`src/design/bct_pkg.sv`:
```
// Shared constants, codes and types of the bucketed connection table.
package bct_pkg;

   localparam int BUCKETS     = 64;
   localparam int SLOTS       = 8;
   localparam int BUCKET_W    = $clog2(BUCKETS);
   localparam int SLOT_W      = $clog2(SLOTS);
   localparam int FILL_W      = $clog2(SLOTS + 1);
   localparam int SLOT_ADDR_W = BUCKET_W + SLOT_W;
   localparam int TOTAL_W     = 10;
   localparam int COUNT_W     = 7;
   localparam int KEY_W       = 16;
   localparam int PEER_ADDR_W = 32;
   localparam int PORT_W      = 16;
   localparam int OP_W        = 2;
   localparam int STATUS_W    = 2;
   localparam int MOD_STEPS   = KEY_W / 2;
   localparam int MOD_CNT_W   = $clog2(MOD_STEPS);

   localparam logic [COUNT_W-1:0] COUNT_RESET = COUNT_W'(64);

   typedef enum logic [OP_W-1:0] {
      OP_INSERT = 2'd0,
      OP_ERASE  = 2'd1,
      OP_LOOKUP = 2'd2
   } op_type;

   typedef enum logic [STATUS_W-1:0] {
      STAT_OK   = 2'd0,
      STAT_MISS = 2'd1,
      STAT_FULL = 2'd2
   } status_type;

   typedef enum logic [2:0] {
      S_IDLE,
      S_MOD,
      S_FILL,
      S_SCAN,
      S_ERASE_RD,
      S_ERASE_WR
   } state_type;

   // One stored connection; key in the low bits, then port, then address.
   typedef struct packed {
      logic [PEER_ADDR_W-1:0] peer_address;
      logic [PORT_W-1:0]      peer_port;
      logic [KEY_W-1:0]       conn_key;
   } entry_type;

   typedef struct packed {
      logic                rd_en;
      logic                wr_en;
      logic [BUCKET_W-1:0] rd_addr;
      logic [BUCKET_W-1:0] wr_addr;
      logic [FILL_W-1:0]   wr_data;
   } fill_req_type;

   typedef struct packed {
      logic                   rd_en;
      logic                   wr_en;
      logic [SLOT_ADDR_W-1:0] addr;
      entry_type              wr_data;
   } slot_req_type;

endpackage

```
`src/design/bct_fill.sv`:
```
// Bucket fill memory with per-bucket valid bits so that reset reads as empty.
module bct_fill (
   input  logic                        clock,
   input  logic                        reset,
   input  bct_pkg::fill_req_type       req,
   output logic [bct_pkg::FILL_W-1:0]  rd_data
);

   logic [bct_pkg::FILL_W-1:0] fill_mem [bct_pkg::BUCKETS];
   logic [bct_pkg::BUCKETS-1:0] valid_ff;
   logic [bct_pkg::FILL_W-1:0] rd_data_ff;
   logic                       rd_valid_ff;

   // Write and read the storage array
   always_ff @(posedge clock) begin
      if (req.wr_en) begin
         fill_mem[req.wr_addr] <= req.wr_data;
      end
      if (req.rd_en) begin
         rd_data_ff <= fill_mem[req.rd_addr];
      end
   end

   // Mark written buckets; reset empties every bucket at once
   always_ff @(posedge clock) begin
      if (reset) begin
         valid_ff    <= '0;
         rd_valid_ff <= 1'b0;
      end else begin
         if (req.wr_en) begin
            valid_ff[req.wr_addr] <= 1'b1;
         end
         if (req.rd_en) begin
            rd_valid_ff <= valid_ff[req.rd_addr];
         end
      end
   end

   assign rd_data = rd_valid_ff ? rd_data_ff : '0;

endmodule

```
`config.mk`:
```
export PLATFORM = sky130hd
export DESIGN_NAME = bct_fill
export DESIGN_NICKNAME = d
export VERILOG_FILES = /design/src/design/bct_pkg.sv /design/src/design/bct_fill.sv
export SDC_FILE = /design/constraint.sdc
export NUM_CORES = 1
export LEC_CHECK = 0
export BUFFER_PORTS_ARGS = -buffer_cell sky130_fd_sc_hd__buf_2
export CORE_ASPECT_RATIO = 0.7
export CORE_MARGIN = 3
export CORE_UTILIZATION = 40
export DETAILED_ROUTE_END_ITERATION = 8
export HOLD_SLACK_MARGIN = 0.12
export PLACE_DENSITY = 0.66
export SYNTH_ARGS = -nofsm -noshare
export SYNTH_HDL_FRONTEND = slang
export SYNTH_SLANG_ARGS = --single-unit
```
`constraint.sdc`:
```
create_clock -name clock -period 2.4 [get_ports clock]
set_clock_uncertainty 0.1 [all_clocks]
set_input_delay 0.48 -clock clock [delete_from_list [all_inputs] [get_ports clock]]
set_output_delay 0.48 -clock clock [all_outputs]
set_load 0.005 [all_outputs]
```
==> reports/results.ini, run 1 <==
[run_status]
status=completed

[place]
routabilityCongestion=0.8529
numPortBuffers=23
place_inst=1227
dpl.hpwl_um=20600

[pwr]
ir_worst_vdd_mv=0.5531
p_clk_frac=0.412
p_comb_frac=0.055
p_leak_nw=5.034
pwr-share-seq=0.533
p_switching_w=0.002361
p_int_w=0.009145
finalPower_w=0.01151
cellPowerDensity_nw_per_um2=767.3
p_sw_frac=0.2052

[hold_path]
min_from=req[3]
hold_class=primary input to flop
min_to=fill_mem[58][3]$_DFFE_PP_
min_path_cells=1

[logic_synthesis]
ys.flop_type=edfxtp_1
avgSynthCellArea_um2=17.40
ys.warnings.count=0
syn_inst=727
synth_cell_types=27
synth_top_area_cell=edfxtp_1
synth-seq-area-share=0.7199
syn_area_um2=12650
synth_edf_count=260
ys_async_sr_fraction=0
syn-num-nets=747
synthTopCellsByArea=edfxtp_1, mux4_2, dfxtp_1
synth.ff_latch_count=325
synthDominantCellAreaShare=0.6171

[worst_setup_path]
arrival_ns=2.47
worst_ep_required_time_ns=2.59
crit_start=req[10]
crit_path_start_kind=primary input
cp-end-kind=flop
r2r-start=fill_mem[32][3]$_DFFE_PP_
reg2reg_depth=3
reg2reg_to=rd_data_ff[3]$_DFFE_PP_
cp_max_fo=7
r2r_slack_ns=0.16
path_class=primary input to flop

[cts]
clk_latency_ns=0.56
clkSinkCount=325
h-tree-depth=1
numCtsBuffers=29
cts_tree=done
path_clk_slew_ns=0.07
cts_buffer_depth=3
cts.root.buffer_cell=clkbuf_16
postCtsResizedCells=0

[final_layout]
seqCellArea_um2=9109
mostFrequentLayoutCells=edfxtp_1, nor2_1, mux4_2, buf_4, dfxtp_1
antenna_cells=0
multi_input_comb_area_um2=3354
final_cells=1281
area_growth_pct=18.51
final_common_cell=edfxtp_1
fill_cells=2525
drive_above_1_share=0.3176
fin_nets=867

[global_route]
grt_pass1_vias=7014
grt_pass1_wl_um=45110
grtUsageMet2=0.2527
overflow=0
grt_use_met3=0.05892
grt_max_degree=65
globalRouteTotalUtil=0.1811
grt_use_met1=0.2772
antenna_found_initial=0
top_usage_layer=met1

[job]
drv_cap=0

[floorplanning]
initial_core_util=0.4139
coreArea_um2=30570
die_area_um2=33830
die_h_um=154.8
rows=53
ioPinCount=24
die_w_um=218.6

[drt]
vias_per_cell=5.387
drc_errors=0
ant_nets=0
avgRoutedWirePerCell_um=23.60
firstDrtPassIters=5
drtIter0Drc=804
finalWirelength_um=30230
vias=6901

[timing]
max_freq_ghz=0.4391
worst_pin_slew_ns=0.5942
finalCriticalPeriod_ns=2.277
hold_violations=0
timing.slew.headroom=0.6039
rsz0062_at_grt=no
fin_crit_sh=0.9490
slew_violations=0
finalSetupViolations=0

cells in the mapped netlist (all sizes together), types with 5 or more instances:
cell,n
and2,5
clkbuf,23
dfxtp,65
nand2b,6
edfxtp,260
nor2,185
mux2,10
buf,16
nand3,9
nand2,11
nor3,7
mux4,94
nor2b,7
worst max-delay path, stage by stage:
cell and delay, ns:
buf_4 0.20, buf_4 0.24, mux4_2 0.59, mux4_2 0.47, mux2_2 0.27, nand2_1 0.13
o21ai_0 0.10
metal layers:
metal  vias to the layer above  routed length, µm  share of wire
met2                       272              12870           0.43
li1                       3032                  -              -
met4                         0                680          0.022
met5                         -                  0              0
met1                      3546              13630           0.45
met3                        51               3058           0.10
worst max path at each step:
stage,end,slack [ns],cells after the start
6_report,rd_data_ff[0]$_DFFE_PP_,0.12,7
5_1_grt,rd_data_ff[0]$_DFFE_PP_,0.05,8
4_1_cts,rd_data_ff[0]$_DFFE_PP_,0.14,8
3_5_place_dp,rd_data_ff[0]$_DFFE_PP_,-0.45,8
3_3_place_gp,rd_data_ff[2]$_DFFE_PP_,-0.44,8
2_1_floorplan,rd_data_ff[1]$_DFFE_PP_,-0.09,5
per-stage QoR:
step	instance area [µm²]	hold WS (ns)	TNS (ns)	setup slack, ns	util
2_1_floorplan	12730	0.3346	-0.2736	-0.09109	-
3_3_place_gp	14020	0.3442	-1.679	-0.4392	0.4587
3_5_place_dp	14020	0.3523	-1.725	-0.4498	0.4587
5_1_grt	14990	0.1751	0	0.04931	0.4905
4_1_cts	14990	0.1768	0	0.1402	0.4905
6_report	14990	0.1933	0	0.1225	0.4905
state kept, by name, indices dropped and copies added (netlist names):
register,count
rd_data_ff,4
fill_mem,256
valid_ff,64
rd_valid_ff,1
timing repair:
item / in CTS / in global routing
buffers inserted: 0 / 0
hold buffers: 1 / 0
endpoints found under the hold margin: 4 / 0
power groups by stage:
| stage | sequential [W] | clock (W) | combinational, W |
|---|---|---|---|
| after floorplan | 0.00625 | 0 | 0.000364 |
| after global placement | 0.00626 | 0 | 0.000622 |
| after detailed placement | 0.00626 | 0 | 0.000634 |
| after CTS | 0.00613 | 0.00482 | 0.000636 |
| after global routing | 0.00613 | 0.00506 | 0.000678 |
| final | 0.00613 | 0.00474 | 0.000630 |
cell type report:
class / count / area share
sequential: 325 / 0.6075
multi-input combinational: 361 / 0.2237
timing repair buffer: 128 / 0.06976
clock buffer: 41 / 0.05340
tap: 412 / 0.03438
clock inverter: 12 / 0.01076
inverter: 2 / 0.0005007
logic make-up (layout without fill, tap and decap cells):
group	count (synthesis)	in the layout	share of synthesized area
AO/OA/AOI/OAI	18	18	0.01028
flip-flops	325	325	0.7199
buffers and inverters	41	183	0.01493
AND/OR/NAND/NOR	237	237	0.07704
multiplexers	106	106	0.1778
Power figures use the tool's default switching activity.
==> run 2: changes to the inputs <==
Settings changed: ABC_AREA set to 1.
==> reports/results.ini, run 2 <==
[run_status]
status=completed

[floorplanning]
die_area_um2=35420  ; +4.7%
ioPinCount=24  ; unchanged
die_h_um=158.4  ; +2.3%
initial_core_util=0.4084  ; -0.005430
coreArea_um2=32480  ; +6.2%
rows=55  ; +3.8%
die_w_um=223.7  ; +2.3%

[hold_path]
min_to=rd_data_ff[2]$_DFFE_PP_
min_path_cells=3  ; +2
min_from=req[15]
hold_class=primary input to flop

[place]
dpl_cell_area_um2=14150  ; +0.90%
dpl.hpwl_um=21580  ; +4.7%
numPortBuffers=23  ; unchanged
routabilityCongestion=0.8462  ; -0.79%

[drt]
ant_nets=0  ; unchanged
vias_per_cell=5.427  ; +0.73%
firstDrtPassIters=6  ; +1
avgRoutedWirePerCell_um=19.33  ; -18%
drtIter0Drc=1203  ; +50%
drc_errors=0  ; unchanged
vias=9589  ; +39%
finalWirelength_um=34160  ; +13%

[worst_setup_path]
slowest_delay_ns=0.65  ; +0.06 ns
crit_path_start_kind=primary input
cp_common_cell=inv_1
cp_max_fo=8  ; +1
arrival_ns=2.11  ; -0.36 ns
crit_start=req[7]
cp-end-kind=flop
path_cells=buf_2 > inv_1 > nor3_1 > inv_1 > nor2_1
cpMaxStageDelayCell=nor3_1
worst_ep_required_time_ns=2.51  ; -0.08 ns
path_buf_inv=3  ; +1
reg2reg_to=rd_data_ff[0]$_DFFE_PP_
path_class=primary input to flop
critPathTopFamily=simple AND/OR/NAND/NOR gates
r2r-start=fill_mem[53][0]$_DFFE_PP_
reg2reg_depth=8  ; +5
r2r_slack_ns=0.78  ; +0.62 ns

[global_route]
grt_max_degree=65  ; unchanged
grt_pass1_vias=8833  ; +26%
antenna_found_initial=0  ; unchanged
globalRouteTotalUtil=0.1931  ; +0.01192
grt_pass1_wl_um=52770  ; +17%
overflow=0  ; unchanged

[pwr]
p_clk_frac=0.412  ; about the same
p_comb_frac=0.067  ; +0.012
cellPowerDensity_nw_per_um2=778.1  ; +1.4%
pwr-share-seq=0.521  ; -0.012
p_int_w=0.009208  ; +0.69%
p_switching_w=0.002574  ; +9.1%
p_sw_frac=0.2185  ; +0.01331
ir_worst_vdd_mv=0.6112  ; +11%
p_leak_nw=5.340  ; +6.1%

[timing]
finalSetupViolations=0  ; unchanged
fin_crit_sh=0.8328  ; -0.1161
hold_violations=0  ; unchanged
fin_tns_setup_ns=0  ; unchanged
timing.slew.headroom=0.4769  ; -0.1269
rsz0062_at_grt=no
slew_violations=0  ; unchanged
max_freq_ghz=0.5003  ; +14%
finalCriticalPeriod_ns=1.999  ; -0.2787 ns
worst_pin_slew_ns=0.7786  ; +0.1844 ns
hold_slack_ns=0.2430  ; +0.04967 ns

[final_layout]
final_common_cell=nor2_1
largest_reg_flops=256  ; unchanged
antenna_cells=0  ; unchanged
mostFrequentLayoutCells=nor2_1, edfxtp_1, nand2_1, o21ai_0, nand3_1
drive_above_1_share=0.09925  ; -0.2184
fill_cells=2949  ; +17%
max_flop_register=fill_mem
fin_nets=1338  ; +54%
top_regs=fill_mem x256, valid_ff x64, rd_data_ff x4
area_growth_pct=14.15
design_area_um2=15140  ; +0.99%

[logic_synthesis]
ys.warnings.count=0  ; unchanged
synth_compound_area_frac=0.07847  ; +0.06818
ys.flop_type=edfxtp_1
synthAdderAreaFrac=0  ; unchanged
synth_top_area_cell=edfxtp_1
ys_async_sr_fraction=0  ; unchanged
synth_mux_area_frac=0  ; -0.1778
synthDominantCellAreaShare=0.5885  ; -0.02858
syn_inst=1270  ; +75%
yosys.area_share.simple=0.1902  ; +0.1132
syn_area_um2=13270  ; +4.9%
synth_top_family_by_area=simple AND/OR/NAND/NOR gates
synth-seq-area-share=0.6866  ; -0.03334
synthTopCellsByArea=edfxtp_1, dfxtp_1, nor2_1
avgSynthCellArea_um2=10.45  ; -40%
synth_edf_count=260  ; unchanged
synth_cell_types=18  ; -33%
ys_top_cells_by_count=nor2_1, edfxtp_1, nand2_1, o21ai_0, nand3_1
synth.ff_latch_count=325  ; unchanged
syn-num-nets=1290  ; +73%
yosysMostFrequentCell=nor2_1
synth_xor_area_frac=0  ; unchanged

[cts]
numCtsBuffers=29  ; unchanged
clk_latency_ns=0.56  ; about the same
clkSinkCount=325  ; unchanged
path_clk_slew_ns=0.06  ; about the same
postCtsSetupRepairBufs=0  ; unchanged
cts_buffer_depth=3  ; unchanged
cts_tree=done
h-tree-depth=1  ; unchanged
cts.root.buffer_cell=clkbuf_16

[job]
drv_cap=0  ; unchanged

run 2: cell types whose count changed after synthesis, sizes merged, moves of 10 or more:
cell,before,now
mux4,94,0
clkbuf,23,33
nand3,9,83
nor2,185,332
buf,16,39
o21ai,4,128
o22ai,4,64
mux2,10,0
inv,2,38
nand2,11,211
run 2: tightest hold or removal path: cells and delay by family:
| family | cells | cell delay [ns] |
|---|---|---|
| buffers and inverters | 1 | 0.14 |
| and+or+nand+nor | 2 | 0.17 |
run 2: what timing repair did:
action,CTS,global route
hold buffers,1,0
gates resized for setup,0,0
endpoints found under the hold margin,4,0
run 2: cells by family after synthesis:
logic type,after synthesis
and+or+nand+nor,640
DFF,325
AOI/OAI and AO/OA,192
buffers and inverters,113
run 2: power by group through the flow:
stage	sequential [W]	combinational, W	clock, W
finish	0.00614	0.000792	0.00486
global route	0.00614	0.000869	0.00515
CTS	0.00613	0.000781	0.00492
detailed placement	0.00626	0.000777	0
global placement	0.00626	0.000771	0
floorplan	0.00625	0.000449	0
run 2: cell type report:
| type | count | area (µm²) | area share |
|---|---|---|---|
| Tap cell | 427 | 534.3 | 0.03528 |
| Clock inverter | 12 | 183.9 | 0.01215 |
| Multi-Input combinational cell | 832 | 3565 | 0.2354 |
| Inverter | 41 | 160.2 | 0.01058 |
| Timing Repair Buffer | 89 | 790.8 | 0.05222 |
| Sequential cell | 325 | 9109 | 0.6015 |
| Clock buffer | 41 | 800.8 | 0.05288 |
run 2: metal layers:
layer  routed length (µm)  track usage  vias up
met2                13670       0.2701      493
met5                    0            0        -
met4                  721      0.04108        0
li1                     -            -     4444
met3                 3787      0.04460       54
met1                15980       0.3041     4598
run 2: stage by stage:
step	power, W	worst slack, ns	util	instances
floorplan	0.006704	0.6336	-	1270
detailed placement	0.007034	-0.005068	0.4356	1713
finish	0.01178	0.4012	0.4662	1767
global placement	0.007028	0.03930	0.4356	1713
global route	0.01215	0.2374	0.4662	1767
CTS	0.01184	0.5402	0.4662	1767
run 2: worst max path at each step:
stage	endpoint	slack (ns)	cells past startpoint
after global placement	fill_mem[28][3]$_DFFE_PP_	0.04	5
after floorplan	rd_data_ff[0]$_DFFE_PP_	0.63	12
final	fill_mem[28][2]$_DFFE_PP_	0.40	5
after detailed placement	fill_mem[28][3]$_DFFE_PP_	-0.005	5
after CTS	rd_data[2]	0.54	3
after global routing	fill_mem[28][2]$_DFFE_PP_	0.24	5
==> run 3: changes to the inputs <==
Settings changed: ABC_AREA 1 to 0.
Clock period 2.4 ns to 1.7 ns, I/O delays scaled along.
==> reports/results.ini, run 3 (synthesis results as in run 1) <==
[timing]
fin_crit_sh=1.332
rsz0062_at_grt=yes
finalSetupViolations=5  ; +5
timing.slew.headroom=0.1797  ; -0.2973
worst_pin_slew_ns=1.230  ; +0.4519 ns
setup_ws_ns=-0.5648  ; -0.9660 ns
hold_violations=0  ; unchanged
finalCriticalPeriod_ns=2.265
max_freq_ghz=0.4415
slew_violations=0  ; unchanged

[worst_setup_path]
cp_common_cell=mux4_2
slowest_delay_ns=0.55  ; -0.10 ns
reg2reg_to=rd_data_ff[3]$_DFFE_PP_
critPathTopFamily=multiplexers
reg2reg_depth=3  ; -5
r2r_slack_ns=-0.56  ; -1.34 ns
worst_ep_required_time_ns=1.91  ; -0.60 ns
cp-end-kind=flop
cp_max_fo=1  ; -7
arrival_ns=2.47  ; +0.36 ns
path_cells=mux4_2 > mux4_2 > mux4_2
crit_path_start_kind=flop
path_class=flop to flop
path_buf_inv=0  ; -3
r2r-start=fill_mem[47][3]$_DFFE_PP_
cpMaxStageDelayCell=mux4_2

[cts]
postCtsSetupRepairBufs=0  ; unchanged
cts.root.buffer_cell=clkbuf_16
h-tree-depth=1  ; unchanged
clk_latency_ns=0.56  ; about the same
cts_tree=done
path_clk_slew_ns=0.07  ; about the same
numCtsBuffers=30  ; +3.4%
clkSinkCount=325  ; unchanged
cts_buffer_depth=3  ; unchanged

[run_status]
violations=setup timing
status=finished, violations left

[final_layout]
fin_nets=888  ; -34%
design_area_um2=15270  ; +0.85%
utilization=0.4996  ; +0.03335
max_flop_register=fill_mem
drive_above_1_share=0.3453  ; +0.2460
largest_reg_flops=256  ; unchanged
final_common_cell=edfxtp_1
antenna_cells=0  ; unchanged
fill_cells=2456  ; -17%
top_regs=fill_mem x256, valid_ff x64, rd_data_ff x4
mostFrequentLayoutCells=edfxtp_1, nor2_1, buf_4, mux4_2, dfxtp_1
area_growth_pct=20.71

[place]
dpl.hpwl_um=20060  ; -7.1%
numPortBuffers=23  ; unchanged
dpl_cell_area_um2=14220  ; +0.52%
routabilityCongestion=0.8356  ; -1.3%

[pwr]
p_comb_frac=0.058  ; -0.009
p_leak_nw=5.197  ; -2.7%
p_clk_frac=0.414  ; +0.002
cellPowerDensity_nw_per_um2=1076  ; +38%
p_sw_frac=0.2059  ; -0.01255
ir_worst_vdd_mv=0.7369  ; +21%
p_switching_w=0.003384  ; +31%
p_int_w=0.01305  ; +42%
pwr-share-seq=0.527  ; +0.006

[floorplanning]
die_area_um2=33830  ; -4.5%
die_h_um=154.8  ; -2.3%
coreArea_um2=30570  ; -5.9%
die_w_um=218.6  ; -2.3%
rows=53  ; -3.6%
ioPinCount=24  ; unchanged
initial_core_util=0.4139  ; +0.005430

[global_route]
grt_use_met1=0.2784  ; -0.02573
grt_use_met3=0.04203  ; -0.002573
grt_max_degree=65  ; unchanged
grtUsageMet2=0.2583  ; -0.01173
grt_pass1_vias=6982  ; -21%
globalRouteTotalUtil=0.1791  ; -0.01396
overflow=0  ; unchanged
grt_pass1_wl_um=44830  ; -15%
antenna_found_initial=0  ; unchanged
top_usage_layer=met1

[drt]
vias_per_cell=5.393  ; -0.63%
firstDrtPassIters=4  ; -2
vias=7032  ; -27%
drc_errors=0  ; unchanged
avgRoutedWirePerCell_um=22.66  ; +17%
ant_nets=0  ; unchanged
drtIter0Drc=787  ; -35%
finalWirelength_um=29550  ; -13%

[hold_path]
hold_class=primary input to flop
min_path_cells=2  ; -1
min_to=rd_data_ff[1]$_DFFE_PP_
min_from=req[15]

[job]
drv_cap=0  ; unchanged

run 3: cell count changes in the layout (fill, tap and decap cells not counted), moves of 6 or more:
cell / previous run / this run
nor2_1: 332 / 185
o21ai_0: 116 / 2
nor2b_1: 0 / 7
buf_4: 52 / 109
nand3_1: 83 / 9
mux2_2: 0 / 8
o22ai_1: 64 / 4
mux4_2: 0 / 94
inv_1: 37 / 2
nand2b_1: 0 / 6
nor3_1: 14 / 7
nand2_1: 211 / 9
o21ai_1: 12 / 1
run 3: final cells by class:
| class | count | area (µm²) | share of cell area |
|---|---|---|---|
| well taps | 412 | 515.5 | 0.03375 |
| inverters | 2 | 7.507 | 0.0004916 |
| flip-flops and latches | 325 | 9110 | 0.5965 |
| clock inverters | 9 | 96.34 | 0.006308 |
| clock buffers | 47 | 907.1 | 0.05940 |
| multi-input cells | 361 | 3386 | 0.2217 |
| repair buffers | 148 | 1250 | 0.08185 |
run 3: timing repair:
item / CTS / global route
hold buffers: 1 / 0
pin swaps: 6 / 2
gates cloned: 0 / 0
endpoints found under the hold margin: 5 / 0
gates resized for setup: 9 / 4
endpoints found under the setup margin: 9 / 7
run 3: power by group through the flow:
stage / combinational (W) / clock, W / sequential [W]
6_report: 0.000957 / 0.00681 / 0.00867
5_1_grt: 0.00102 / 0.00725 / 0.00867
4_1_cts: 0.000959 / 0.00692 / 0.00867
3_5_place_dp: 0.000943 / 0 / 0.00884
3_3_place_gp: 0.000929 / 0 / 0.00884
2_1_floorplan: 0.000514 / 0 / 0.00883
run 3: per-layer routing:
metal,vias up,wire [µm],share of wire
li1,3081,-,-
met1,3625,13340,0.45
met2,281,12830,0.43
met3,45,2725,0.092
met4,0,653,0.022
met5,-,0,0
run 3: worst max path at each step:
| stage | startpoint | endpoint | slack [ns] | depth (start not counted) |
|---|---|---|---|---|
| final | fill_mem[47][3]$_DFFE_PP_ | rd_data_ff[3]$_DFFE_PP_ | -0.56 | 3 |
| after global routing | fill_mem[44][3]$_DFFE_PP_ | rd_data_ff[3]$_DFFE_PP_ | -0.60 | 3 |
| after CTS | fill_mem[44][3]$_DFFE_PP_ | rd_data_ff[3]$_DFFE_PP_ | -0.57 | 3 |
| after detailed placement | req[10] | rd_data_ff[1]$_DFFE_PP_ | -1.01 | 5 |
| after global placement | req[10] | rd_data_ff[2]$_DFFE_PP_ | -1.0 | 7 |
| after floorplan | req[10] | rd_data_ff[1]$_DFFE_PP_ | -0.65 | 5 |
run 3: metrics by stage:
stage | total power (W) | hold WS (ns) | setup slack [ns] | std cells | setup TNS (ns)
2_1_floorplan | 0.009342 | 0.3346 | -0.6511 | 727 | -2.886
3_3_place_gp | 0.009766 | 0.3442 | -0.9952 | 1247 | -10.12
3_5_place_dp | 0.009782 | 0.3561 | -1.008 | 1247 | -13.36
4_1_cts | 0.01655 | 0.1457 | -0.5723 | 1304 | -2.026
5_1_grt | 0.01694 | 0.1547 | -0.5996 | 1304 | -2.259
6_report | 0.01643 | 0.1632 | -0.5648 | 1304 | -1.982
