$ cat config.mk
export PLATFORM = sky130hd
export DESIGN_NAME = bct_mod
export DESIGN_NICKNAME = d
export VERILOG_FILES = /design/src/design/bct_pkg.sv /design/src/design/bct_mod.sv
export SDC_FILE = /design/constraint.sdc
export NUM_CORES = 1
export LEC_CHECK = 0
export BUFFER_PORTS_ARGS = -buffer_cell sky130_fd_sc_hd__buf_4
export CORE_MARGIN = 8
export CORE_UTILIZATION = 50
export DETAILED_ROUTE_END_ITERATION = 12
export PLACE_DENSITY = 0.72
export SLEW_MARGIN = 5
export SYNTH_ARGS = -nofsm -noshare
export SYNTH_HDL_FRONTEND = slang
export SYNTH_SLANG_ARGS = --single-unit
$ cat constraint.sdc
create_clock -name clock -period 3.83 [get_ports clock]
set_input_delay 0.9575 -clock clock [delete_from_list [all_inputs] [get_ports clock]]
set_output_delay 0.9575 -clock clock [all_outputs]
set_load 0.1 [all_outputs]
$ cat src/design/bct_pkg.sv
// Shared constants, codes and types of the bucketed connection table.
package bct_pkg;

   localparam int BUCKETS     = 64;
   localparam int SLOTS       = 8;
   localparam int BUCKET_W    = $clog2(BUCKETS);
   localparam int SLOT_W      = $clog2(SLOTS);
   localparam int FILL_W      = $clog2(SLOTS + 1);
   localparam int SLOT_ADDR_W = BUCKET_W + SLOT_W;
   localparam int TOTAL_W     = 10;
   localparam int COUNT_W     = 7;
   localparam int KEY_W       = 16;
   localparam int PEER_ADDR_W = 32;
   localparam int PORT_W      = 16;
   localparam int OP_W        = 2;
   localparam int STATUS_W    = 2;
   localparam int MOD_STEPS   = KEY_W / 2;
   localparam int MOD_CNT_W   = $clog2(MOD_STEPS);

   localparam logic [COUNT_W-1:0] COUNT_RESET = COUNT_W'(64);

   typedef enum logic [OP_W-1:0] {
      OP_INSERT = 2'd0,
      OP_ERASE  = 2'd1,
      OP_LOOKUP = 2'd2
   } op_type;

   typedef enum logic [STATUS_W-1:0] {
      STAT_OK   = 2'd0,
      STAT_MISS = 2'd1,
      STAT_FULL = 2'd2
   } status_type;

   typedef enum logic [2:0] {
      S_IDLE,
      S_MOD,
      S_FILL,
      S_SCAN,
      S_ERASE_RD,
      S_ERASE_WR
   } state_type;

   // One stored connection; key in the low bits, then port, then address.
   typedef struct packed {
      logic [PEER_ADDR_W-1:0] peer_address;
      logic [PORT_W-1:0]      peer_port;
      logic [KEY_W-1:0]       conn_key;
   } entry_type;

   typedef struct packed {
      logic                rd_en;
      logic                wr_en;
      logic [BUCKET_W-1:0] rd_addr;
      logic [BUCKET_W-1:0] wr_addr;
      logic [FILL_W-1:0]   wr_data;
   } fill_req_type;

   typedef struct packed {
      logic                   rd_en;
      logic                   wr_en;
      logic [SLOT_ADDR_W-1:0] addr;
      entry_type              wr_data;
   } slot_req_type;

endpackage

$ cat src/design/bct_mod.sv
// Iterative key-modulo-bucket-count unit, two key bits per cycle.
module bct_mod (
   input  logic                         clock,
   input  logic                         reset,
   input  logic                         start,
   input  logic [bct_pkg::KEY_W-1:0]    dividend,
   input  logic [bct_pkg::COUNT_W-1:0]  divisor,
   output logic                         done,
   output logic [bct_pkg::BUCKET_W-1:0] remainder
);

   logic                          run_ff, run_in;
   logic                          done_ff, done_in;
   logic [bct_pkg::MOD_CNT_W-1:0] cnt_ff, cnt_in;
   logic [bct_pkg::COUNT_W-1:0]   rem_ff, rem_in;
   logic [bct_pkg::COUNT_W-1:0]   div_ff, div_in;
   logic [bct_pkg::KEY_W-1:0]     key_ff, key_in;
   logic [bct_pkg::COUNT_W:0]     step_a;
   logic [bct_pkg::COUNT_W:0]     step_b;

   // Two restoring steps: shift in a key bit, subtract divisor if it fits
   always_comb begin
      step_a = {rem_ff, key_ff[bct_pkg::KEY_W-1]};
      if (step_a >= {1'b0, div_ff}) begin
         step_a = step_a - {1'b0, div_ff};
      end
      step_b = {step_a[bct_pkg::COUNT_W-1:0], key_ff[bct_pkg::KEY_W-2]};
      if (step_b >= {1'b0, div_ff}) begin
         step_b = step_b - {1'b0, div_ff};
      end
   end

   // Sequence the steps
   always_comb begin
      run_in  = run_ff;
      done_in = 1'b0;
      cnt_in  = cnt_ff;
      rem_in  = rem_ff;
      div_in  = div_ff;
      key_in  = key_ff;
      if (start) begin
         run_in = 1'b1;
         cnt_in = '0;
         rem_in = '0;
         div_in = divisor;
         key_in = dividend;
      end else if (run_ff) begin
         rem_in = step_b[bct_pkg::COUNT_W-1:0];
         key_in = {key_ff[bct_pkg::KEY_W-3:0], 2'b00};
         cnt_in = cnt_ff + bct_pkg::MOD_CNT_W'(1);
         if (cnt_ff == bct_pkg::MOD_CNT_W'(bct_pkg::MOD_STEPS - 1)) begin
            run_in  = 1'b0;
            done_in = 1'b1;
         end
      end
   end

   always_ff @(posedge clock) begin
      if (reset) begin
         run_ff  <= 1'b0;
         done_ff <= 1'b0;
         cnt_ff  <= '0;
      end else begin
         run_ff  <= run_in;
         done_ff <= done_in;
         cnt_ff  <= cnt_in;
      end
   end

   always_ff @(posedge clock) begin
      rem_ff <= rem_in;
      div_ff <= div_in;
      key_ff <= key_in;
   end

   assign done      = done_ff;
   assign remainder = rem_ff[bct_pkg::BUCKET_W-1:0];

endmodule

==> results of run 1 <==
-- power by group through the flow --
stage | Clock [uW] | Sequential (uW) | Combinational [uW]
detailed placement | 0 | 507 | 1150
CTS | 250 | 499 | 1160
global route | 267 | 506 | 1320
floorplan | 0 | 491 | 958
global placement | 0 | 505 | 1120
finish | 241 | 499 | 1240
-- worst max path at each step --
stage | from | endpoint | slack, ns | depth (start not counted)
6_report | key_ff[15]$_DFFE_PP_ | rem_ff[4]$_SDFFE_PP0P_ | 0.22 | 15
5_1_grt | key_ff[15]$_DFFE_PP_ | rem_ff[3]$_SDFFE_PP0P_ | -0.01 | 15
4_1_cts | key_ff[15]$_DFFE_PP_ | rem_ff[5]$_SDFFE_PP0P_ | 0.04 | 14
3_5_place_dp | key_ff[15]$_DFFE_PP_ | rem_ff[5]$_SDFFE_PP0P_ | 0.02 | 15
3_3_place_gp | key_ff[15]$_DFFE_PP_ | rem_ff[5]$_SDFFE_PP0P_ | 0.14 | 15
2_1_floorplan | key_ff[15]$_DFFE_PP_ | rem_ff[0]$_SDFFE_PP0P_ | 0.29 | 15
-- cell usage in the layout, fill, tap and decap left out, types with 2 or more instances in the layout --
cell type  Yosys  routed
a21oi_1        7       6
and2_1         2       2
buf_4          7      36
clkbuf_8       0       5
clkinv_1       0       2
dfxtp_1       12      12
edfxtp_1      23      23
fa_2           0       2
ha_1          16      15
inv_1         15      15
mux2_2        17      17
mux2i_1        9       9
nand2_1        7       7
nand2b_1       2       2
nor2_1         9       9
nor2b_1        4       4
nor3_1         7       7
o21a_1         6       6
o21ai_0        6       5
o21ai_1        3       4
o21ai_2        2       2
o22ai_1        2       2
o31ai_1        2       2
xnor2_1        3       3
xor2_1         2       2
-- routing by layer --
layer | global-route usage | part of all wire | vias to the layer above
met5 | 0 | 0 | -
met4 | 0.0536 | 0.018 | 0
met3 | 0.0453 | 0.044 | 7
met2 | 0.237 | 0.50 | 34
met1 | 0.156 | 0.44 | 710
li1 | - | - | 755
-- worst register-to-register path: stages, from the launching register on --
cell and delay, ns:
edfxtp_1 0.36, inv_1 0.08, ha_1 0.16, inv_1 0.06
fa_2 0.38, a211oi_4 0.28, o21ai_2 0.12, a21oi_4 0.26
mux2_2 0.40, ha_2 0.39, o21ai_1 0.08, o21bai_1 0.16
a21oi_2 0.10, o221ai_4 0.30, mux2i_1 0.29, o21ai_1 0.07
-- registers in the layout (all words and copies together) (netlist names) --
name / flops
key_ff: 16
done: 1
rem_ff: 7
div_ff: 7
run_ff: 1
cnt_ff: 3
-- layout make-up --
cell class | instances | area share
multi-input combinational | 128 | 0.442
sequential | 35 | 0.371
timing repair buffer | 36 | 0.108
clock buffer | 6 | 0.0289
tap | 50 | 0.0249
inverter | 15 | 0.0224
clock inverter | 2 | 0.00299
-- kinds of logic after synthesis --
group / after synthesis / synth area share
AND/OR/NAND/NOR: 38 / 0.0919
AO/OA/AOI/OAI: 40 / 0.144
multiplexers: 27 / 0.138
XOR/XNOR: 5 / 0.0206
adder cells (fa/ha/maj): 18 / 0.113
buffers and inverters: 24 / 0.0548
flip-flops: 35 / 0.438
-- per-stage QoR --
stage	hold WS [ns]	setup WS, ns
after global routing	0.519	-0.0144
after floorplan	0.426	0.289
after detailed placement	0.457	0.0230
after global placement	0.456	0.135
after CTS	0.470	0.0365
final	0.482	0.224
-- what timing repair did --
action	CTS	global route
cloned	0	0
setup endpoints to repair	1	7
pin swaps	0	5
gates resized for setup	1	7
buffers inserted	0	3
==> key figures, run 1 <==
Synth
  • Top-area cell type share of the netlist area: 0.325
  • Net Count, Synth: 231
  • Post-Syn Instances: 187
  • Synthesized flop and latch total: 35
  • Asr flop ratio synth: 0
  • Top cells by instance count after synthesis: edfxtp_1, mux2_2, ha_1
  • Yosys top cell by area: edfxtp_1
  • Synth unique cells: 45
  • Count leader, synth: edfxtp_1
  • Sequential-to-total area share from yosys stat: 0.438
  • Synth warnings: 0
  • Top post-synthesis cells by area: edfxtp_1, dfxtp_1, ha_1
  • Synth Cell Area: 2120 sq um
  • Post-synth EDFFs: 23
  • Top FF cell, synth: edfxtp_1
  • Syn_area_per_cell: 11.4 sq um

Min path
  • Hold crit path type: register to register
  • Hold wc startpoint: rem_ff[6]$_SDFFE_PP0P_
  • WHS Path Cells: 2
  • Hold Path End: rem_ff[6]$_SDFFE_PP0P_

GRT
  • First-pass GRT wire length: 7.07 mm
  • Largest net degree at the start of global routing: 31
  • Remaining global-route overflow: 0
  • Initial antenna violation count: 0
  • GRT Total Usage: 0.139
  • Vias in the first global route: 1589

Worst setup path
  • Worst-path cell chain: inv_1 > ha_1 > inv_1 > fa_2 > a211oi_4 > o21ai_2 > a21oi_4 > mux2_2 > ha_2 > o21ai_1 > o21bai_1 > a21oi_2 > o221ai_4 > mux2i_1 > o21ai_1
  • Setup slack, reg-to-reg: 0.22 ns
  • Worst path max stage delay: 0.40 ns
  • Crit. End Element: register
  • Reg-to-reg endpoint: rem_ff[4]$_SDFFE_PP0P_
  • R2R cell count: 15
  • Slowest CP cell: mux2_2
  • Cell family with most CP delay: compound AO/OA/AOI/OAI gates
  • Critical path arrival: 3.77 ns
  • Worst Path Buf+Inv: 2
  • CP required: 3.99 ns
  • Critical R2R Launch: key_ff[15]$_DFFE_PP_
  • Critical path class: register to register
  • Critical path startpoint category: register
  • Worst-path fanout max: 7

Timing
  • Slew headroom: 0.598
  • Clock skew: 0.00556 ns
  • Fin. max-slew vios: 0
  • Final critical-path required period: 3.61 ns
  • Least-Margin Pin Slew: 0.602 ns
  • Fin crit share: 0.942
  • Finish-stage setup viols: 0
  • Fin. Hold Viols: 0
  • Fin Setup TNS: 0 ns
  • Max Clk Rate: 0.277 GHz

Floorplanning
  • Rows: 23
  • Die Ht: 81.2 um
  • Total die area: 6590 sq um
  • Area of the core: 4060 sq um
  • Width of the die: 81.2 um
  • Initial core utilization: 0.524
  • # IOs: 33

Clock tree
  • Clock Latency Late Sink: 0.28 ns
  • H-tree level count: 2
  • Worst-path clk slew: 0.07 ns
  • CTS tree: done
  • Total CTS buffers: 5
  • CTS root buf: clkbuf_8
  • # hold bufs at CTS: 0
  • Clock Path Buffers: 2
  • Clock sinks: 35

Routing
  • 1st-iter DRT viols: 44
  • WL final: 4.39 mm
  • Routed vias: 1506
  • Vias per std cell: 5.54
  • Drc violations: 0
  • DR pass1 iterations: 4
  • Post-route ant nets: 0
  • Wire per inst: 16.1 um

Final layout
  • Fin area: 2510 sq um
  • Filler cell count: 340
  • Storage element area: 931 sq um
  • Final Net Count: 265
  • Post-Layout Cell Count: 272
  • Layout cells sized above 1: 0.324
  • Inserted Diodes: 0
  • Multi-input logic area: 1110 sq um
  • Area Overhead vs Synth: 18.1%
  • Final Util: 0.618

Pwr
  • Switch Pwr: 868 uW
  • Power per cell area: 788 nW/um^2
  • Leakage power: 0.00105 uW
  • Combinational group share of total power: 0.626
  • Peak supply drop: 0.333 mV
  • Switching Share: 0.439
  • Cell Int Power: 1110 uW
  • Sequential Power Share: 0.253
  • Clk pwr share: 0.122
  • Overall power: 1980 uW

Place
  • I/O Buffers: 32
  • Post-placement cell count: 261
  • Placed Area: 2370 sq um
  • Global placement routability congestion: 0.878
  • Hpwl dp: 3.49 mm

Outcome
  • Status: finished clean

Job
  • Max Cap Viol: 0
Note: power is estimated with default switching activity, not from simulation.
==> inputs of run 2 (changes only) <==
--- a/config.mk
+++ b/config.mk
@@ -9,7 +9,7 @@
 export CORE_MARGIN = 8
 export CORE_UTILIZATION = 50
 export DETAILED_ROUTE_END_ITERATION = 12
-export PLACE_DENSITY = 0.72
+export PLACE_DENSITY_LB_ADDON = 0.05
 export SLEW_MARGIN = 5
 export SYNTH_ARGS = -nofsm -noshare
 export SYNTH_HDL_FRONTEND = slang
==> key figures, run 2 (synthesis gave the netlist of run 1 again) <==
Routing
  • 1st-iter DRT viols: 56 (+27%)
  • Routed vias: 1522 (+1.1%)
  • Wire per inst: 16.2 um (+0.69%)
  • DR pass1 iterations: 4 (unchanged)
  • Drc violations: 0 (unchanged)
  • WL final: 4.38 mm (about the same)
  • Vias per std cell: 5.64 (+1.8%)
  • Post-route ant nets: 0 (unchanged)

Worst setup path
  • Crit. End Element: register
  • Worst-path fanout max: 7 (unchanged)
  • CP required: 4.04 ns (+0.05 ns)
  • Worst Path Buf+Inv: 2 (unchanged)
  • Critical path arrival: 3.83 ns (+0.06 ns)
  • Critical path startpoint category: register
  • Worst path max stage delay: 0.38 ns (-0.02 ns)
  • Cell family with most CP delay: compound AO/OA/AOI/OAI gates
  • Critical path class: register to register
  • Slowest CP cell: fa_2
  • Worst-path cell chain: inv_1 > ha_1 > inv_1 > fa_2 > a211oi_2 > o21ai_2 > a21oi_4 > mux2_4 > ha_1 > a211oi_2 > o21bai_1 > a21oi_2 > o221ai_4 > and3_2 > o31ai_2

Pwr
  • Peak supply drop: 0.282 mV (-15%)
  • Power per cell area: 792 nW/um^2 (+0.48%)
  • Leakage power: 0.00104 uW (-1.1%)

Place
  • Hpwl dp: 3.44 mm (-1.4%)
  • I/O Buffers: 32 (unchanged)
  • Global placement routability congestion: 0.929 (+5.9%)

Timing
  • Final critical-path required period: 3.62 ns (+0.0138 ns)
  • Max Clk Rate: 0.276 GHz (-0.38%)
  • Fin. max-slew vios: 0 (unchanged)
  • Clock skew: 0.00557 ns (+0.00000869 ns)
  • Fin Setup TNS: 0 ns (unchanged)
  • Least-Margin Pin Slew: 0.619 ns (+0.0172 ns)
  • Finish-stage setup viols: 0 (unchanged)
  • Fin. Hold Viols: 0 (unchanged)
  • Slew headroom: 0.586 (-0.0115)
  • Fin crit share: 0.945 (+0.00361)

Floorplanning
  • Width of the die: 81.2 um (unchanged)
  • # IOs: 33 (unchanged)
  • Die Ht: 81.2 um (unchanged)
  • Initial core utilization: 0.524 (unchanged)
  • Area of the core: 4060 sq um (unchanged)
  • Total die area: 6590 sq um (unchanged)
  • Rows: 23 (unchanged)

Clock tree
  • CTS tree: done
  • H-tree level count: 2 (unchanged)
  • Clock Path Buffers: 2 (unchanged)
  • Clock Latency Late Sink: 0.29 ns (about the same)
  • CTS root buf: clkbuf_8
  • Clock sinks: 35 (unchanged)
  • Total CTS buffers: 5 (unchanged)
  • Worst-path clk slew: 0.07 ns (about the same)

Final layout
  • Max reg flops: 16 (unchanged)
  • Final Net Count: 263 (-0.75%)
  • Commonest non-fill, non-tap cells in the layout: buf_4, edfxtp_1, mux2_2
  • Inserted Diodes: 0 (unchanged)
  • Final Util: 0.620 (+0.00216)
  • Area Overhead vs Synth: 18.5%
  • Commonest non-fill, non-tap cell in the layout: buf_4
  • Filler cell count: 328 (-3.5%)
  • Regs by FF count: key_ff: 16 flops, div_ff: 7 flops, rem_ff: 7 flops
  • Layout cells sized above 1: 0.327 (+0.00295)
  • Top reg by flops: key_ff

GRT
  • Vias in the first global route: 1597 (+0.50%)
  • GRT Total Usage: 0.137 (-0.00128)
  • Largest net degree at the start of global routing: 31 (unchanged)
  • First-pass GRT wire length: 6.98 mm (-1.2%)
  • Initial antenna violation count: 0 (unchanged)
  • Remaining global-route overflow: 0 (unchanged)

Outcome
  • Status: finished clean

Min path
  • Hold crit path type: register to register

Job
  • Max Cap Viol: 0 (unchanged)
## run 2: worst paths after layout
kind                                from                     end  slack (ns)  depth (start not counted)
setup / recovery    key_ff[15]$_DFFE_PP_  rem_ff[5]$_SDFFE_PP0P_        0.21                         15
hold / removal    rem_ff[6]$_SDFFE_PP0P_  rem_ff[6]$_SDFFE_PP0P_        0.48                          2
setup reg to reg    key_ff[15]$_DFFE_PP_  rem_ff[5]$_SDFFE_PP0P_        0.21                         15
hold reg to reg   rem_ff[6]$_SDFFE_PP0P_  rem_ff[6]$_SDFFE_PP0P_        0.48                          2
## run 2: worst min-delay path: cells and delay by family (launching register included)
kind             cells  cell delay [ns]
flip-flops           1             0.31
AO/OA/AOI/OAI        1             0.06
AND/OR/NAND/NOR      1             0.06
## run 2: routing by layer
layer / GRT usage / share of wire / routed length, um
met3: 0.0497 / 0.067 / 292
met4: 0.0786 / 0.030 / 133
met5: 0 / 0 / 0
met2: 0.240 / 0.51 / 2260
met1: 0.139 / 0.39 / 1700
## run 2: repair_timing
item,CTS,global route
pin swaps,0,5
buffers inserted,0,1
resized for setup,1,9
endpoints found under the setup margin,2,6
hold buffers,0,0
cloned,0,0
## run 2: layout make-up
class	instances	area, sq um	area share
well taps	50	62.6	0.0249
multi-input cells	128	1130	0.448
inverters	15	56.3	0.0224
clock inverters	3	15.0	0.00596
flip-flops and latches	35	931	0.370
repair buffers	34	255	0.101
clock buffers	5	68.8	0.0273
## run 2: through the flow
step	setup WS (ns)	hold WS (ns)	total power [uW]	cells	instance area (sq um)
2_1_floorplan	0.289	0.426	1450	187	2120
5_1_grt	-0.000420	0.505	2110	270	2520
4_1_cts	0.0634	0.487	1930	269	2460
3_5_place_dp	-0.000243	0.474	1660	261	2370
6_report	0.210	0.480	1990	270	2520
3_3_place_gp	0.148	0.464	1620	261	2370
## run 2: power by group
part	total (uW)	switching, uW	internal, uW
clock network	250	127	123
logic	1250	713	535
registers	496	37.1	459
total	1990	877	1120
==> inputs of run 3 (changes only) <==
--- a/config.mk
+++ b/config.mk
@@ -7,10 +7,10 @@
 export LEC_CHECK = 0
 export BUFFER_PORTS_ARGS = -buffer_cell sky130_fd_sc_hd__buf_4
 export CORE_MARGIN = 8
-export CORE_UTILIZATION = 50
+export CORE_UTILIZATION = 55
 export DETAILED_ROUTE_END_ITERATION = 12
 export PLACE_DENSITY_LB_ADDON = 0.05
-export SLEW_MARGIN = 5
+export SLEW_MARGIN = 20
 export SYNTH_ARGS = -nofsm -noshare
 export SYNTH_HDL_FRONTEND = slang
 export SYNTH_SLANG_ARGS = --single-unit
==> key figures, run 3 (synthesis gave the netlist of run 1 again) <==
Timing
  • Slew headroom: 0.582 (-0.00382)
  • Final WS setup: 0.182 ns (-0.0277 ns)
  • Fin crit share: 0.952 (+0.00724)
  • Finish-stage setup viols: 0 (unchanged)
  • Max Clk Rate: 0.274 GHz (-0.76%)
  • Min Hold Slack: 0.488 ns (+0.00881 ns)
  • Clock skew: 0.00566 ns (+0.0000906 ns)
  • Least-Margin Pin Slew: 0.626 ns (+0.00732 ns)
  • Final critical-path required period: 3.65 ns (+0.0277 ns)
  • Fin. max-slew vios: 0 (unchanged)
  • Fin. Hold Viols: 0 (unchanged)

Final layout
  • Area Overhead vs Synth: 19.2%
  • Multi-input logic area: 1140 sq um (+0.89%)
  • Max reg flops: 16 (unchanged)
  • Storage element area: 931 sq um (unchanged)
  • Final Util: 0.687 (+0.0662)
  • Inserted Diodes: 0 (unchanged)
  • Commonest non-fill, non-tap cells in the layout: buf_4, edfxtp_1, mux2_2
  • Commonest non-fill, non-tap cell in the layout: buf_4
  • Top reg by flops: key_ff
  • Layout cells sized above 1: 0.336 (+0.00909)
  • Final Net Count: 263 (unchanged)
  • Filler cell count: 302 (-7.9%)
  • Regs by FF count: key_ff: 16 flops, div_ff: 7 flops, rem_ff: 7 flops

Min path
  • Hold crit path type: register to register

Clock tree
  • Clock Latency Late Sink: 0.28 ns (about the same)
  • Worst-path clk slew: 0.07 ns (about the same)
  • Total CTS buffers: 5 (unchanged)
  • H-tree level count: 2 (unchanged)
  • CTS tree: done
  • Clock sinks: 35 (unchanged)
  • Clock Path Buffers: 2 (unchanged)
  • CTS root buf: clkbuf_8

Pwr
  • Sequential Power Share: 0.246 (-0.003)
  • Combinational group share of total power: 0.620 (-0.006)
  • Switching Share: 0.433 (-0.00653)
  • Clk pwr share: 0.133 (+0.007)
  • Peak supply drop: 0.382 mV (+35%)
  • Leakage power: 0.00105 uW (+1.0%)
  • Overall power: 2020 uW (+1.1%)
  • Cell Int Power: 1140 uW (+2.3%)
  • Switch Pwr: 874 uW (-0.39%)
  • Power per cell area: 796 nW/um^2 (+0.51%)

Worst setup path
  • Critical path arrival: 3.86 ns (+0.03 ns)
  • Critical path startpoint category: register
  • Crit. End Element: register
  • Worst-path fanout max: 7 (unchanged)
  • Critical path class: register to register
  • CP required: 4.04 ns (about the same)

Routing
  • Vias per std cell: 5.63 (-0.11%)
  • WL final: 4.31 mm (-1.7%)
  • DR pass1 iterations: 4 (unchanged)
  • Wire per inst: 16.1 um (-0.98%)
  • Drc violations: 0 (unchanged)
  • 1st-iter DRT viols: 61 (+8.9%)
  • Post-route ant nets: 0 (unchanged)
  • Routed vias: 1509 (-0.85%)

Place
  • Global placement routability congestion: 0.946 (+1.8%)
  • Pre-CTS setup slack: -0.0665 ns (-0.0663 ns)
  • I/O Buffers: 32 (unchanged)
  • Hpwl dp: 3.42 mm (-0.60%)

Floorplanning
  • Die Ht: 78.2 um (-3.7%)
  • Initial core utilization: 0.576 (+0.0524)
  • Width of the die: 78.2 um (-3.7%)
  • Area of the core: 3690 sq um (-9.1%)
  • Rows: 22 (-4.3%)
  • Total die area: 6110 sq um (-7.3%)
  • # IOs: 33 (unchanged)

GRT
  • Initial antenna violation count: 0 (unchanged)
  • Vias in the first global route: 1569 (-1.8%)
  • Largest net degree at the start of global routing: 31 (unchanged)
  • Remaining global-route overflow: 0 (unchanged)
  • First-pass GRT wire length: 6.98 mm (-0.10%)
  • GRT Total Usage: 0.143 (+0.00595)

Job
  • Max Cap Viol: 0 (unchanged)

Outcome
  • Status: finished clean
==> run 3: critical path, cell delays in order (launching register included) <==
cell	delay [ns]
edfxtp_1	0.37
inv_1	0.10
ha_1	0.17
inv_1	0.06
fa_2	0.38
a211oi_4	0.29
o21ai_2	0.12
a21oi_4	0.28
mux2_4	0.34
ha_1	0.31
a211oi_2	0.21
o21bai_1	0.12
a21oi_2	0.22
o221ai_4	0.20
and3_2	0.24
o31ai_2	0.15
==> run 3: what timing repair did <==
| action | 4_1_cts | 5_1_grt |
|---|---|---|
| hold buffers | 0 | 0 |
| setup buffers | 0 | 1 |
| pin swaps | 0 | 5 |
| endpoints found under the setup margin | 6 | 7 |
| resized for setup | 1 | 11 |
==> run 3: power by group through the flow <==
stage          Sequential (uW)  Clock [uW]  Combinational, uW
2_1_floorplan              491           0                958
3_3_place_gp               504           0               1120
3_5_place_dp               505           0               1150
4_1_cts                    496         277               1160
5_1_grt                    503         290               1350
6_report                   497         269               1250
==> run 3: cell type report <==
cell class	instances	area share
Tap cell	48	0.0237
Multi-Input combinational cell	128	0.450
Sequential cell	35	0.368
Timing Repair Buffer	34	0.101
Inverter	15	0.0222
Clock buffer	7	0.0341
Clock inverter	1	0.00198
==> run 3: through the flow <==
stage,TNS [ns],area (sq um),cells
finish,0,2530,268
global route,-0.00448,2530,268
CTS,0,2470,267
detailed placement,-0.231,2370,259
global placement,0,2370,259
floorplan,0,2120,187
==> run 3: path summary, 6_finish.rpt <==
kind | end | start | cells past startpoint | slack [ns]
min | rem_ff[6]$_SDFFE_PP0P_ | rem_ff[6]$_SDFFE_PP0P_ | 2 | 0.49
min reg2reg | rem_ff[6]$_SDFFE_PP0P_ | rem_ff[6]$_SDFFE_PP0P_ | 2 | 0.49
max reg2reg | rem_ff[5]$_SDFFE_PP0P_ | key_ff[15]$_DFFE_PP_ | 15 | 0.18
max | rem_ff[5]$_SDFFE_PP0P_ | key_ff[15]$_DFFE_PP_ | 15 | 0.18
==> run 3: routing by layer <==
metal	vias up	routed length, um	global-route usage
met1	707	1780	0.151
li1	747	-	-
met2	38	2140	0.241
met3	17	212	0.0490
met5	-	0	0
met4	0	172	0.0889
